### config.mk
export PLATFORM = sky130hd
export DESIGN_NAME = lee_wave_maze_router_unit
export DESIGN_NICKNAME = d
export VERILOG_FILES = /design/src/rtl/lwmr_pkg.sv /design/src/rtl/lee_wave_maze_router_unit.sv /design/src/rtl/lwmr_cell.sv
export SDC_FILE = /design/constraint.sdc
export NUM_CORES = 2
export LEC_CHECK = 0
export BUFFER_PORTS_ARGS = -buffer_cell sky130_fd_sc_hd__buf_2
export CORE_ASPECT_RATIO = 0.7
export CORE_MARGIN = 2
export CORE_UTILIZATION = 60
export CTS_BUF_LIST = sky130_fd_sc_hd__clkbuf_8 sky130_fd_sc_hd__clkbuf_16
export CTS_CLUSTER_DIAMETER = 150
export DETAILED_ROUTE_END_ITERATION = 12
export GPL_TIMING_DRIVEN = 1
export PLACE_DENSITY = 0.76
export SETUP_SLACK_MARGIN = 0.15
export SKIP_CTS_REPAIR_TIMING = 1
export SYNTH_ARGS = -nofsm -noshare
export SYNTH_HDL_FRONTEND = slang
export SYNTH_SLANG_ARGS = --single-unit
### constraint.sdc
create_clock -name aclk -period 8.7 [get_ports aclk]
set_input_delay 1.305 -clock aclk [delete_from_list [all_inputs] [get_ports aclk]]
set_output_delay 1.305 -clock aclk [all_outputs]
set_load 0.005 [all_outputs]
### src/rtl/lwmr_pkg.sv
// Lee wave maze router: shared types and constants.
// No dependencies.
package lwmr_pkg;
    localparam int REACH = 8;
    localparam int CELLS = REACH * REACH;
    localparam logic [1:0] KIND_FREE   = 2'd0;
    localparam logic [1:0] KIND_WALL   = 2'd1;
    localparam logic [1:0] KIND_START  = 2'd2;
    localparam logic [1:0] KIND_FINISH = 2'd3;
    localparam logic CMD_LOAD  = 1'b0;
    localparam logic CMD_SOLVE = 1'b1;
    localparam logic CFG_ROWS  = 1'b0;
    localparam logic CFG_COLS  = 1'b1;

    typedef struct packed {
        logic       clear;   // start of solve: reset wave labels
        logic       seed;    // mark start cell as labeled 0
        logic       expand;  // one wave step
        logic [5:0] wave;    // wave number being assigned
    } cell_ctl_t;
endpackage

### src/rtl/lee_wave_maze_router_unit.sv
// Lee wave maze router top level: cell array, wave sequencer, backtrace, output.
// Depends on lwmr_pkg and lwmr_cell.
//
// Usage: s_ channel takes items. cmd load writes one cell.
// cmd solve floods the wave across an 8x8 array of cells, one wave front per
// cycle (all cells of a front labeled at once), stopping when the finish
// cell borders the front or the front empties. A backtrace then walks from
// the finish to the start one cell per cycle, and the path goes out on the
// m_ channel start first, the final one with m_last. No path gives one item with found 0.
// Configuration: cfg_ channel, index 0 rows, 1 columns; to be written when idle, which the block does not enforce.
// Reset clears the maze to all free, start and finish to cell 0, sizes 8.
// A stalled receiver holds the output register; the sequencer waits.
module lee_wave_maze_router_unit
    import lwmr_pkg::*;
#(
    parameter int GRID_SIDE = 8
) (
    input  logic       aclk,
    input  logic       aresetn,
    input  logic       s_valid,
    output logic       s_ready,
    input  logic       s_cmd,
    input  logic [2:0] s_cell_row,
    input  logic [2:0] s_cell_column,
    input  logic [1:0] s_cell_kind,
    input  logic       cfg_valid,
    output logic       cfg_ready,
    input  logic       cfg_index,
    input  logic [3:0] cfg_data,
    output logic       m_valid,
    input  logic       m_ready,
    output logic [2:0] m_path_row,
    output logic [2:0] m_path_column,
    output logic [5:0] m_step_number,
    output logic       m_found,
    output logic       m_last
);
    localparam int LIM = (GRID_SIDE < REACH) ? GRID_SIDE : REACH;
    localparam logic [3:0] LIM4 = 4'(LIM);

    typedef enum logic [2:0] {
        ST_IDLE, ST_SEED, ST_WAVE, ST_TRACE, ST_EMIT, ST_NONE
    } state_t;

    state_t     state_reg;
    logic [3:0] rows_reg, cols_reg;
    logic [5:0] start_reg, finish_reg;
    logic [5:0] wave_reg;
    logic [5:0] pos_reg;
    logic [5:0] stack_mem [CELLS];
    logic [6:0] len_reg;
    logic [6:0] idx_reg;
    logic [5:0] rd_reg;

    logic       out_valid_reg;
    logic [2:0] out_row_reg, out_col_reg;
    logic [5:0] out_step_reg;
    logic       out_found_reg, out_last_reg;

    cell_ctl_t  ctl;
    logic [CELLS-1:0] seen_v, front_v;
    logic [5:0] dist_v [CELLS];
    logic [CELLS-1:0] use_v;

    logic [3:0] lr, lc;
    assign lr = (rows_reg > LIM4) ? LIM4 : rows_reg;
    assign lc = (cols_reg > LIM4) ? LIM4 : cols_reg;

    logic load_fire;
    assign s_ready   = (state_reg == ST_IDLE);
    assign cfg_ready = 1'b1;
    assign load_fire = s_valid && s_ready && s_cmd == CMD_LOAD
                       && 32'(s_cell_row) < GRID_SIDE && 32'(s_cell_column) < GRID_SIDE;

    // cell array
    for (genvar g = 0; g < CELLS; g++) begin : g_cell
        localparam int R = g / REACH;
        localparam int C = g % REACH;
        logic [3:0] nf;
        logic ue;
        assign ue = (4'(R) < lr) && (4'(C) < lc);
        assign use_v[g] = ue;
        assign nf[0] = (R > 0)         ? front_v[(R > 0 ? g - REACH : g)] : 1'b0;
        assign nf[1] = (C < REACH - 1) ? front_v[(C < REACH - 1 ? g + 1 : g)] : 1'b0;
        assign nf[2] = (R < REACH - 1) ? front_v[(R < REACH - 1 ? g + REACH : g)] : 1'b0;
        assign nf[3] = (C > 0)         ? front_v[(C > 0 ? g - 1 : g)] : 1'b0;
        lwmr_cell u_cell (
            .aclk     (aclk),
            .aresetn  (aresetn),
            .load_en  (load_fire && {s_cell_row, s_cell_column} == 6'(g)),
            .load_kind(s_cell_kind),
            .in_use   (ue),
            .is_start (start_reg == 6'(g)),
            .ctl      (ctl),
            .nbr_front(nf),
            .seen     (seen_v[g]),
            .label    (dist_v[g]),
            .front    (front_v[g])
        );
    end

    // neighbors of a position, up right down left
    function automatic logic [3:0] nbr_ok(input logic [5:0] p, input logic [3:0] r,
                                          input logic [3:0] c);
        logic [3:0] pr, pc;
        begin
            pr = {1'b0, p[5:3]};
            pc = {1'b0, p[2:0]};
            nbr_ok[0] = pr != 4'd0 && (pr - 4'd1) < r && pc < c;
            nbr_ok[1] = pr < r && (pc + 4'd1) < c;
            nbr_ok[2] = (pr + 4'd1) < r && pc < c;
            nbr_ok[3] = pc != 4'd0 && pr < r && (pc - 4'd1) < c;
        end
    endfunction

    function automatic logic [5:0] nbr_pos(input logic [5:0] p, input logic [1:0] d);
        case (d)
            2'd0:    nbr_pos = p - 6'd8;
            2'd1:    nbr_pos = p + 6'd1;
            2'd2:    nbr_pos = p + 6'd8;
            default: nbr_pos = p - 6'd1;
        endcase
    endfunction

    // finish adjacent to the current front; a finish outside the grid in use is never reached
    logic [3:0] fok;
    logic       fin_hit;
    assign fok = nbr_ok(finish_reg, lr, lc);
    always_comb begin
        fin_hit = 1'b0;
        for (int d = 0; d < 4; d++) begin
            if (use_v[finish_reg] && fok[d] && front_v[nbr_pos(finish_reg, 2'(d))]) begin
                fin_hit = 1'b1;
            end
        end
    end

    // backtrace choice
    logic [3:0] pok;
    logic [5:0] tr_next;
    logic       tr_ok;
    assign pok = nbr_ok(pos_reg, lr, lc);
    always_comb begin
        tr_next = '0;
        tr_ok   = 1'b0;
        for (int d = 3; d >= 0; d--) begin
            if (pok[d] && seen_v[nbr_pos(pos_reg, 2'(d))]
                && dist_v[nbr_pos(pos_reg, 2'(d))] == wave_reg - 6'd1) begin
                tr_next = nbr_pos(pos_reg, 2'(d));
                tr_ok   = 1'b1;
            end
        end
    end

    logic start_in;
    assign start_in = use_v[start_reg];

    always_comb begin
        ctl = '0;
        ctl.wave   = wave_reg;
        ctl.clear  = (state_reg == ST_IDLE) && s_valid && s_cmd == CMD_SOLVE;
        ctl.seed   = (state_reg == ST_SEED);
        ctl.expand = (state_reg == ST_WAVE) && !fin_hit && |front_v;
    end

    logic out_free;
    assign out_free = !out_valid_reg || m_ready;

    always_ff @(posedge aclk) begin
        if (state_reg == ST_TRACE) begin
            stack_mem[len_reg[5:0]] <= pos_reg;
        end
        rd_reg <= stack_mem[idx_reg[5:0]];
    end

    always_ff @(posedge aclk) begin
        if (!aresetn) begin
            state_reg     <= ST_IDLE;
            rows_reg      <= 4'd8;
            cols_reg      <= 4'd8;
            start_reg     <= '0;
            finish_reg    <= '0;
            out_valid_reg <= 1'b0;
            wave_reg      <= '0;
            len_reg       <= '0;
            idx_reg       <= '0;
            pos_reg       <= '0;
        end else begin
            if (cfg_valid) begin
                if (cfg_index == CFG_ROWS) rows_reg <= cfg_data;
                else                       cols_reg <= cfg_data;
            end
            if (out_valid_reg && m_ready) out_valid_reg <= 1'b0;
            case (state_reg)
                ST_IDLE: begin
                    if (load_fire && s_cell_kind == KIND_START)
                        start_reg <= {s_cell_row, s_cell_column};
                    if (load_fire && s_cell_kind == KIND_FINISH)
                        finish_reg <= {s_cell_row, s_cell_column};
                    if (s_valid && s_cmd == CMD_SOLVE) begin
                        state_reg <= ST_SEED;
                    end
                end
                ST_SEED: begin
                    wave_reg <= 6'd1;
                    len_reg  <= '0;
                    pos_reg  <= finish_reg;
                    if (!start_in) state_reg <= ST_NONE;
                    else if (start_reg == finish_reg) begin
                        wave_reg  <= 6'd0;
                        state_reg <= ST_TRACE;
                    end else state_reg <= ST_WAVE;
                end
                ST_WAVE: begin
                    if (fin_hit) state_reg <= ST_TRACE;
                    else if (!(|front_v)) state_reg <= ST_NONE;
                    else wave_reg <= wave_reg + 6'd1;
                end
                ST_TRACE: begin
                    len_reg <= len_reg + 7'd1;
                    if (wave_reg == 6'd0 || !tr_ok || len_reg == 7'(CELLS - 1)) begin
                        idx_reg   <= len_reg;
                        state_reg <= ST_EMIT;
                    end else begin
                        pos_reg  <= tr_next;
                        wave_reg <= wave_reg - 6'd1;
                    end
                end
                ST_EMIT: begin
                    // rd_reg is a registered read at idx_reg; wave_reg used as phase flag
                    if (out_free && wave_reg == 6'd63) begin
                        out_valid_reg <= 1'b1;
                        out_row_reg   <= rd_reg[5:3];
                        out_col_reg   <= rd_reg[2:0];
                        out_step_reg  <= 6'(len_reg - 7'd1 - idx_reg);
                        out_found_reg <= 1'b1;
                        out_last_reg  <= idx_reg == 7'd0;
                        wave_reg      <= 6'd0;
                        if (idx_reg == 7'd0) state_reg <= ST_IDLE;
                        else idx_reg <= idx_reg - 7'd1;
                    end else if (wave_reg != 6'd63) begin
                        wave_reg <= 6'd63;
                    end
                end
                ST_NONE: begin
                    if (out_free) begin
                        out_valid_reg <= 1'b1;
                        out_row_reg   <= '0;
                        out_col_reg   <= '0;
                        out_step_reg  <= '0;
                        out_found_reg <= 1'b0;
                        out_last_reg  <= 1'b1;
                        state_reg     <= ST_IDLE;
                    end
                end
                default: state_reg <= ST_IDLE;
            endcase
        end
    end

    assign m_valid       = out_valid_reg;
    assign m_path_row    = out_row_reg;
    assign m_path_column = out_col_reg;
    assign m_step_number = out_step_reg;
    assign m_found       = out_found_reg;
    assign m_last        = out_last_reg;

    a_hold: assert property (@(posedge aclk) disable iff (!aresetn)
        m_valid && !m_ready |=> m_valid && $stable(m_step_number))
        else $error("output item changed while stalled");
    a_nf: assert property (@(posedge aclk) disable iff (!aresetn)
        m_valid && !m_found |-> m_last)
        else $error("not-found item without last");
    a_busy: assert property (@(posedge aclk) disable iff (!aresetn)
        state_reg == ST_WAVE |-> !s_ready)
        else $error("input taken during wave");
endmodule

### src/rtl/lwmr_cell.sv
// Lee wave maze router: one grid cell holding its kind and wave label.
// Depends on lwmr_pkg.
module lwmr_cell
    import lwmr_pkg::*;
(
    input  logic       aclk,
    input  logic       aresetn,
    input  logic       load_en,
    input  logic [1:0] load_kind,
    input  logic       in_use,
    input  logic       is_start,
    input  cell_ctl_t  ctl,
    input  logic [3:0] nbr_front,
    output logic       seen,
    output logic [5:0] label,
    output logic       front
);
    logic [1:0] kind_reg;
    logic       seen_reg;
    logic [5:0] dist_reg;
    logic       front_reg;

    always_ff @(posedge aclk) begin
        if (!aresetn) begin
            kind_reg  <= KIND_FREE;
            seen_reg  <= 1'b0;
            front_reg <= 1'b0;
            dist_reg  <= '0;
        end else begin
            if (load_en) begin
                kind_reg <= load_kind;
            end
            if (ctl.clear) begin
                seen_reg  <= 1'b0;
                front_reg <= 1'b0;
                dist_reg  <= '0;
            end else if (ctl.seed) begin
                seen_reg  <= is_start;
                front_reg <= is_start;
            end else if (ctl.expand) begin
                front_reg <= 1'b0;
                if (!seen_reg && in_use && kind_reg == KIND_FREE && |nbr_front) begin
                    seen_reg  <= 1'b1;
                    front_reg <= 1'b1;
                    dist_reg  <= ctl.wave;
                end
            end
        end
    end

    assign seen  = seen_reg;
    assign label = dist_reg;
    assign front = front_reg;
endmodule

# Yosys cells after proc, flatten, opt, wreduce, memory -nomap -nowiden
# Memory sizes are Yosys's and may differ from the RTL's. A register that Yosys moved wholly into a read port is not among the register bits.
# Index checks and enable logic that the tools add are counted.
[op_classes]
mux = 474
reduce_logical = 773
n_lt_le_gt_ge = 44
n_bitwise = 8
addsub = 22
eq_ne = 152
[ops]
columns = ["cell", "n"]
rows = [
  ["$mux W1", 414],
  ["$eq A6 B6 Y1 const B", 65],
  ["$logic_and A1 B1 Y1", 358],
  ["$eq A6 B5 Y1 const B", 32],
  ["$reduce_and A3 Y1", 64],
  ["$bmux W6 S6", 4],
  ["$reduce_or A4 Y1", 36],
  ["$reduce_and A2 Y1", 69],
  ["$reduce_bool A2 Y1", 68],
  ["$logic_not A2 Y1", 64],
  ["$mux W6", 20],
  ["$eq A6 B4 Y1 const B", 16],
  ["$reduce_or A3 Y1", 24],
  ["$lt A6 B7 Y1 const B", 10],
  ["$logic_not A1 Y1", 67],
  ["$reduce_or A64 Y1", 1],
  ["$bmux W1 S6", 10],
  ["$eq A6 B3 Y1 const B", 8],
  ["$lt A3 B4 Y1 const A", 8],
  ["$lt A4 B4 Y1", 8],
  ["$eq A6 B6 Y1", 5],
  ["$mux W3", 10],
  ["$ge A7 B7 Y1 const B", 4],
  ["$not A6 Y7", 4],
  ["43 further kinds", 104],
]
[word_totals]
output_inout_bits = 17
in_bits = 19
regBits = 704
ramBits = 384
mem_count = 1
elab_cells = 1745
[mem_list]
columns = ["memory", "depth", "width", "rd", "rd_clocked_by_memory_dff", "write_ports", "line", "source"]
rows = [
  ["stack_mem", 64, 6, 1, 1, 1, "lee_wave_maze_router_unit.sv:50", "logic [5:0] stack_mem [CELLS];"],
]

# Depth between registers and ports, before layout
[depth]
word_depth = 17
mapped_depth = 24
mapped_depth_nobuf = 15

# Modules after synthesis
# From an unflattened synthesis, not the netlist that was laid out.
[unflattened]
hier_cells = 5955
area_unflattened_um2 = 64386.8
[by_module_without_submodules]
columns = ["module", "seq_area_each_um2", "cells_per_inst", "area_each_um2", "instances"]
rows = [
  ["lee_wave_maze_router_unit", 13072.5, 3139, 36920.4, 1],
  ["lwmr_cell", 200.2, 44, 429.2, 64],
]

# Worst setup path after synthesis
# No wires, ideal clock.
[synth_timing]
kind = "register -> register"
startpoint = "register pos_reg[0]"
endpoint = "register idx_reg[2]"
setup_time_ns = 0.058
stages_incl_launch_ff = 24
path_buffers = 8
synth_period_minus_slack_ns = 6.146
t_required_ns = 8.642
arrival_ns = 6.088
slack_ns = 2.554
cell_sequence = "dfxtp_1 > buf_4 > buf_4 > inv_2 > buf_2 > buf_1 > ha_1 > buf_2 > inv_1 > buf_1 > clkbuf_1 > clkbuf_1 > ha_1 > a21oi_1 > nor2b_1 > o21ai_0 > nand3_1 > nor3_1 > nand3b_1 > nor4_2 > o41ai_4 > a21oi_2 > mux2_2 > nand2_1"
[synth_between]
elab_chain_cells = 16
word_cells_on_any_way = 60
cone_classes = "add/sub: 6; order compare: 3; eq/ne: 5; mux: 24; bitwise: 4; reduce/logical: 18"
[synth_lines]
columns = ["item", "line", "source"]
rows = [
  ["start, declared", "lee_wave_maze_router_unit.sv:49", "logic [5:0] pos_reg;"],
  ["start signal, assigned", "lee_wave_maze_router_unit.sv:207", "pos_reg <= finish_reg;"],
  ["start signal, assigned", "lee_wave_maze_router_unit.sv:225", "pos_reg <= tr_next;"],
  ["$sub A6 B1 Y6", "--", ""],
  ["$not A6 Y7 (implied by the code)", "lee_wave_maze_router_unit.sv:148", "&& dist_v[nbr_pos(pos_reg, 2'(d))] == wave_reg - 6'd1) begin"],
  ["$bmux W6 S6", "lee_wave_maze_router_unit.sv:148", ""],
  ["$mux W6 (implied by the code) (2 in a row)", "lee_wave_maze_router_unit.sv:148", ""],
  ["$eq A6 B6 Y1", "lee_wave_maze_router_unit.sv:148", ""],
  ["$logic_and A1 B1 Y1", "lee_wave_maze_router_unit.sv:148", ""],
  ["$mux W1 (3 in a row)", "lee_wave_maze_router_unit.sv:147", "if (pok[d] && seen_v[nbr_pos(pos_reg, 2'(d))]"],
  ["$mux W1 (*)", "lee_wave_maze_router_unit.sv:147", ""],
  ["$logic_not A1 Y1 (*)", "lee_wave_maze_router_unit.sv:221", "if (wave_reg == 6'd0 || !tr_ok || len_reg == 7'(CELLS - 1)) begin"],
  ["$logic_or A1 B1 Y1 (*) (2 in a row)", "lee_wave_maze_router_unit.sv:221", ""],
  ["$ne A2 B1 Y1 (no source line) (*)", "--", ""],
  ["$reduce_and A4 Y1 (no source line) (*)", "--", ""],
  ["end signal, assigned", "lee_wave_maze_router_unit.sv:222", "idx_reg <= len_reg;"],
  ["end signal, assigned", "lee_wave_maze_router_unit.sv:240", "else idx_reg <= idx_reg - 7'd1;"],
  ["end, declared", "lee_wave_maze_router_unit.sv:52", "logic [6:0] idx_reg;"],
]
# Mark *: on every way between the ends. The rest lies on a longest branch, timed or not. The select of a mux whose other input is x is not followed.
# A chain may end at the register's enable or synchronous reset.

# Worst setup path after layout
[layout_timing]
startpoint = "register pos_reg[0]"
endpoint = "register wave_reg[5]"
[layout_between]
elab_chain_cells = 16
word_cells_on_any_way = 60
cone_classes = "add/sub: 6; order compare: 3; eq/ne: 5; mux: 24; bitwise: 4; reduce/logical: 18"
[layout_lines]
columns = ["item", "line", "source"]
rows = [
  ["$sub A6 B1 Y6", "--", ""],
  ["$not A6 Y7 (implied by the code)", "lee_wave_maze_router_unit.sv:148", ""],
  ["$bmux W6 S6", "lee_wave_maze_router_unit.sv:148", ""],
  ["$mux W6 (implied by the code) (2 in a row)", "lee_wave_maze_router_unit.sv:148", ""],
  ["$eq A6 B6 Y1", "lee_wave_maze_router_unit.sv:148", ""],
  ["$logic_and A1 B1 Y1", "lee_wave_maze_router_unit.sv:148", ""],
  ["$mux W1 (3 in a row)", "lee_wave_maze_router_unit.sv:147", ""],
  ["$mux W1 (*)", "lee_wave_maze_router_unit.sv:147", ""],
  ["$logic_not A1 Y1 (*)", "lee_wave_maze_router_unit.sv:221", ""],
  ["$logic_or A1 B1 Y1 (*) (2 in a row)", "lee_wave_maze_router_unit.sv:221", ""],
  ["$ne A2 B2 Y1 (no source line) (*)", "--", ""],
  ["$reduce_and A5 Y1 (no source line) (*)", "--", ""],
  ["end signal, assigned", "lee_wave_maze_router_unit.sv:217", "else wave_reg <= wave_reg + 6'd1;"],
  ["end signal, assigned", "lee_wave_maze_router_unit.sv:226", "wave_reg <= wave_reg - 6'd1;"],
  ["end, declared", "lee_wave_maze_router_unit.sv:48", "logic [5:0] wave_reg;"],
]
# Marks and branches as above.

==> out/results.tsv <==
metric	value	unit
io_pins	36	
cp_data_arrival_time	8.07	ns
dpl.hpwl	162	mm
htreeDepth	3	
avgSynthCellArea	11.0	µm²
synth_compound_area_share	8.41	%
rr_endpoint	wave_reg[5]	
maxCapViolations	0	
period_needed	7.44	ns
synth_area_leaders	dfxtp_1 24%, edfxtp_1 20%, mux4_2 17%	
wl_per_cell	35.1	µm
synth-seq-area-share	43.9	%
dp_slack	1.18	ns
yosysUniqueCellTypes	97	
core.rowCount	96	
ys_top_cells_by_count	696 x dfxtp_1, 606 x mux2i_1, 600 x nor2_1	
synth_top_area_share	23.6	%
max-slew-margin-rel	2.66	%
grt_overflow	0	
nNetsFinal	5248	
leakage	22.1	nW
path_buf_inv	5	
clock-sinks	1094	
min_path_type	register to register	
final_hold_viol_count	0	
core_area	97800	µm²
grt_max_degree	213	
syn_inst	5379	
start_util	60.4	%
drt-initial-drc-count	9280	
endpoint	wave_reg[5]	
drive_gt1_share	17.2	%
start_kind	register	
grt_pass1_vias	45113	
fillers	7425	
required	9.32	ns
syn_area	59000	µm²
clk_path_buf_depth	3	
synth_top_family_by_area	multiplexers	
setup_viol	0	
gp_congestion	1.11	
yosysWarnings	0	
cp-end-kind	register	
worstPathMaxFanout	37	
vdd_drop_max	239	µV
startpoint	pos_reg[0]	
powerDensity	222	nW/µm²
dieArea	101000	µm²
synth_mux_area_share	27.7	%
antenna_found_initial	16	
synthSimpleGateAreaFrac	14.1	%
final_antenna_net_count	0	
yosys.area_share.adder	1.23	%
status	completed	
area_growth_syn_to_layout	7.75	%
clk_pin_slew	0.07	ns
cts_buffers	103	
fin_total_pwr	14.1	mW
drc_errors	0	
dp.cells	6390	
fin_crit_sh	85.5	%
path_delay_family	buffers and inverters	
synth.most_common_cell	dfxtp_1	
r2r_slack	1.26	ns
crit_top_cell	buf_4	
yosys.area.top_type	dfxtp_1	
synth_enable_flop_cells	398	
critical_path_class	register to register	
synth_async_sr_flop_share	0	%
cp.depth	17	
die_h	266	µm
r2r_cells	17	
ys_seq_elements	1094	
setup_ws	1.26	ns
drtPass1Iterations	9	
finalNonFillerCells	6603	
cts_tree	yes	
wl	232	mm
drt-vias-per-instance	7.43	
slowest_stage	clkinv_2	
fmax	134	MHz
clk-insertion-delay-late	0.77	ns
track_usage	45.5	%
grt_pass1_wl	328	mm
port_buffers	34	
synth_flop_cell	dfxtp_1	
rsz0062_at_grt	false	
drv_slew	0	
fin_worst_skew	0.103	ns
syn_nets	5453	
critPathMaxStageDelay	0.89	ns
root_buffer	clkbuf_16	
die_w	379	µm
r2r_start	pos_reg[0]	
path_cells	inv_2, ha_1, xnor2_4, clkinv_2, buf_4, and2_1, a211oi_1, a2111oi_0, buf_4, a31oi_1, xnor2_1, nor4_2, buf_4, o41ai_4, a21oi_1, nand2_1, a32o_1	
worst_pin_slew	1.45	ns
setup_tns	0	ns
synth_xor_area_share	0.823	%
vias	49043	
worst reg2reg max path: cells and delay by family (launching register included):
family / cells / cell delay, ns
simple gates: 3 / 0.87
fa+ha+maj: 1 / 0.46
buf+inv: 5 / 2.25
flops: 1 / 0.65
xor+xnor: 2 / 0.90
compound gates: 6 / 2.18
cell type report:
cell class              instances  area, µm²  share of cell area [%]
flip-flops and latches       1094      25900                    40.8
multi-input cells            3759      31000                    48.8
well taps                    1323       1660                    2.60
repair buffers                165       1210                    1.90
clock buffers                 129       2950                    4.63
clock inverters                65        609                   0.958
inverters                      51        195                   0.307
diodes                         17       42.5                  0.0669
per-stage QoR:
step | hold WS [ns] | area [µm²] | utilization (%)
finish | 0.456 | 63600 | 65.0
CTS | 0.453 | 63500 | 65.0
global placement | 0.440 | 60000 | 61.4
detailed placement | 0.444 | 60000 | 61.4
floorplan | 0.431 | 59000 | -
global route | 0.462 | 63600 | 65.0
report_power, final:
group / internal, mW / total, mW / switching [mW]
Sequential: 5.45 / 5.64 / 0.192
Clock: 2.57 / 4.74 / 2.17
Combinational: 0.978 / 3.73 / 2.75
worst min-delay path by stage:
stage	startpoint	end	slack (ns)	depth (start not counted)
5_1_grt	g_cell[41].u_cell.kind_reg[0]	g_cell[41].u_cell.kind_reg[0]	0.46	2
4_1_cts	g_cell[51].u_cell.kind_reg[1]	g_cell[51].u_cell.kind_reg[1]	0.45	2
3_3_place_gp	g_cell[41].u_cell.kind_reg[0]	g_cell[41].u_cell.kind_reg[0]	0.44	2
6_report	g_cell[52].u_cell.kind_reg[1]	g_cell[52].u_cell.kind_reg[1]	0.46	2
3_5_place_dp	g_cell[51].u_cell.kind_reg[1]	g_cell[51].u_cell.kind_reg[1]	0.44	2
2_1_floorplan	g_cell[57].u_cell.kind_reg[0]	g_cell[57].u_cell.kind_reg[0]	0.43	2
cells in the final DEF, fill, tap and decap left out, types with 17 or more instances in the layout:
cell	instances
a31oi_1	34
nand2b_1	28
nor2_1	597
clkinv_2	17
o21ai_0	79
nand3_1	171
nor3_1	90
diode_2	17
nor2b_1	29
and3_1	18
a32oi_1	19
a22oi_1	50
buf_4	124
nand3b_1	17
inv_1	61
mux4_2	442
mux2_2	28
or3_1	53
clkbuf_8	25
and2_1	20
nand2_1	560
edfxtp_1	398
nor4_1	44
a21oi_1	343
a21boi_1	32
o22ai_1	24
buf_2	35
clkbuf_16	104
dfxtp_1	681
ha_1	53
nand4_1	28
xnor2_1	36
or4_1	56
mux2i_1	606
kinds of logic after synthesis:
family	count (synthesis)
adder cells (fa/ha/maj)	58
XOR/XNOR	52
buffers and inverters	526
AO/OA/AOI/OAI	781
other	1
AND/OR/NAND/NOR	1791
flip-flops	1094
multiplexers	1076
per-layer routing:
metal / share of wire [%] / routed length, µm / up-vias / GRT usage [%]
li1: - / - / 19788 / -
met4: 5.1 / 11700 / 16 / 17.9
met1: 38 / 87800 / 24086 / 63.5
met5: 0.087 / 201 / - / 0
met3: 18 / 42000 / 776 / 23.0
met2: 39 / 90200 / 4377 / 59.8
Note: power is estimated with default switching activity, not from simulation.
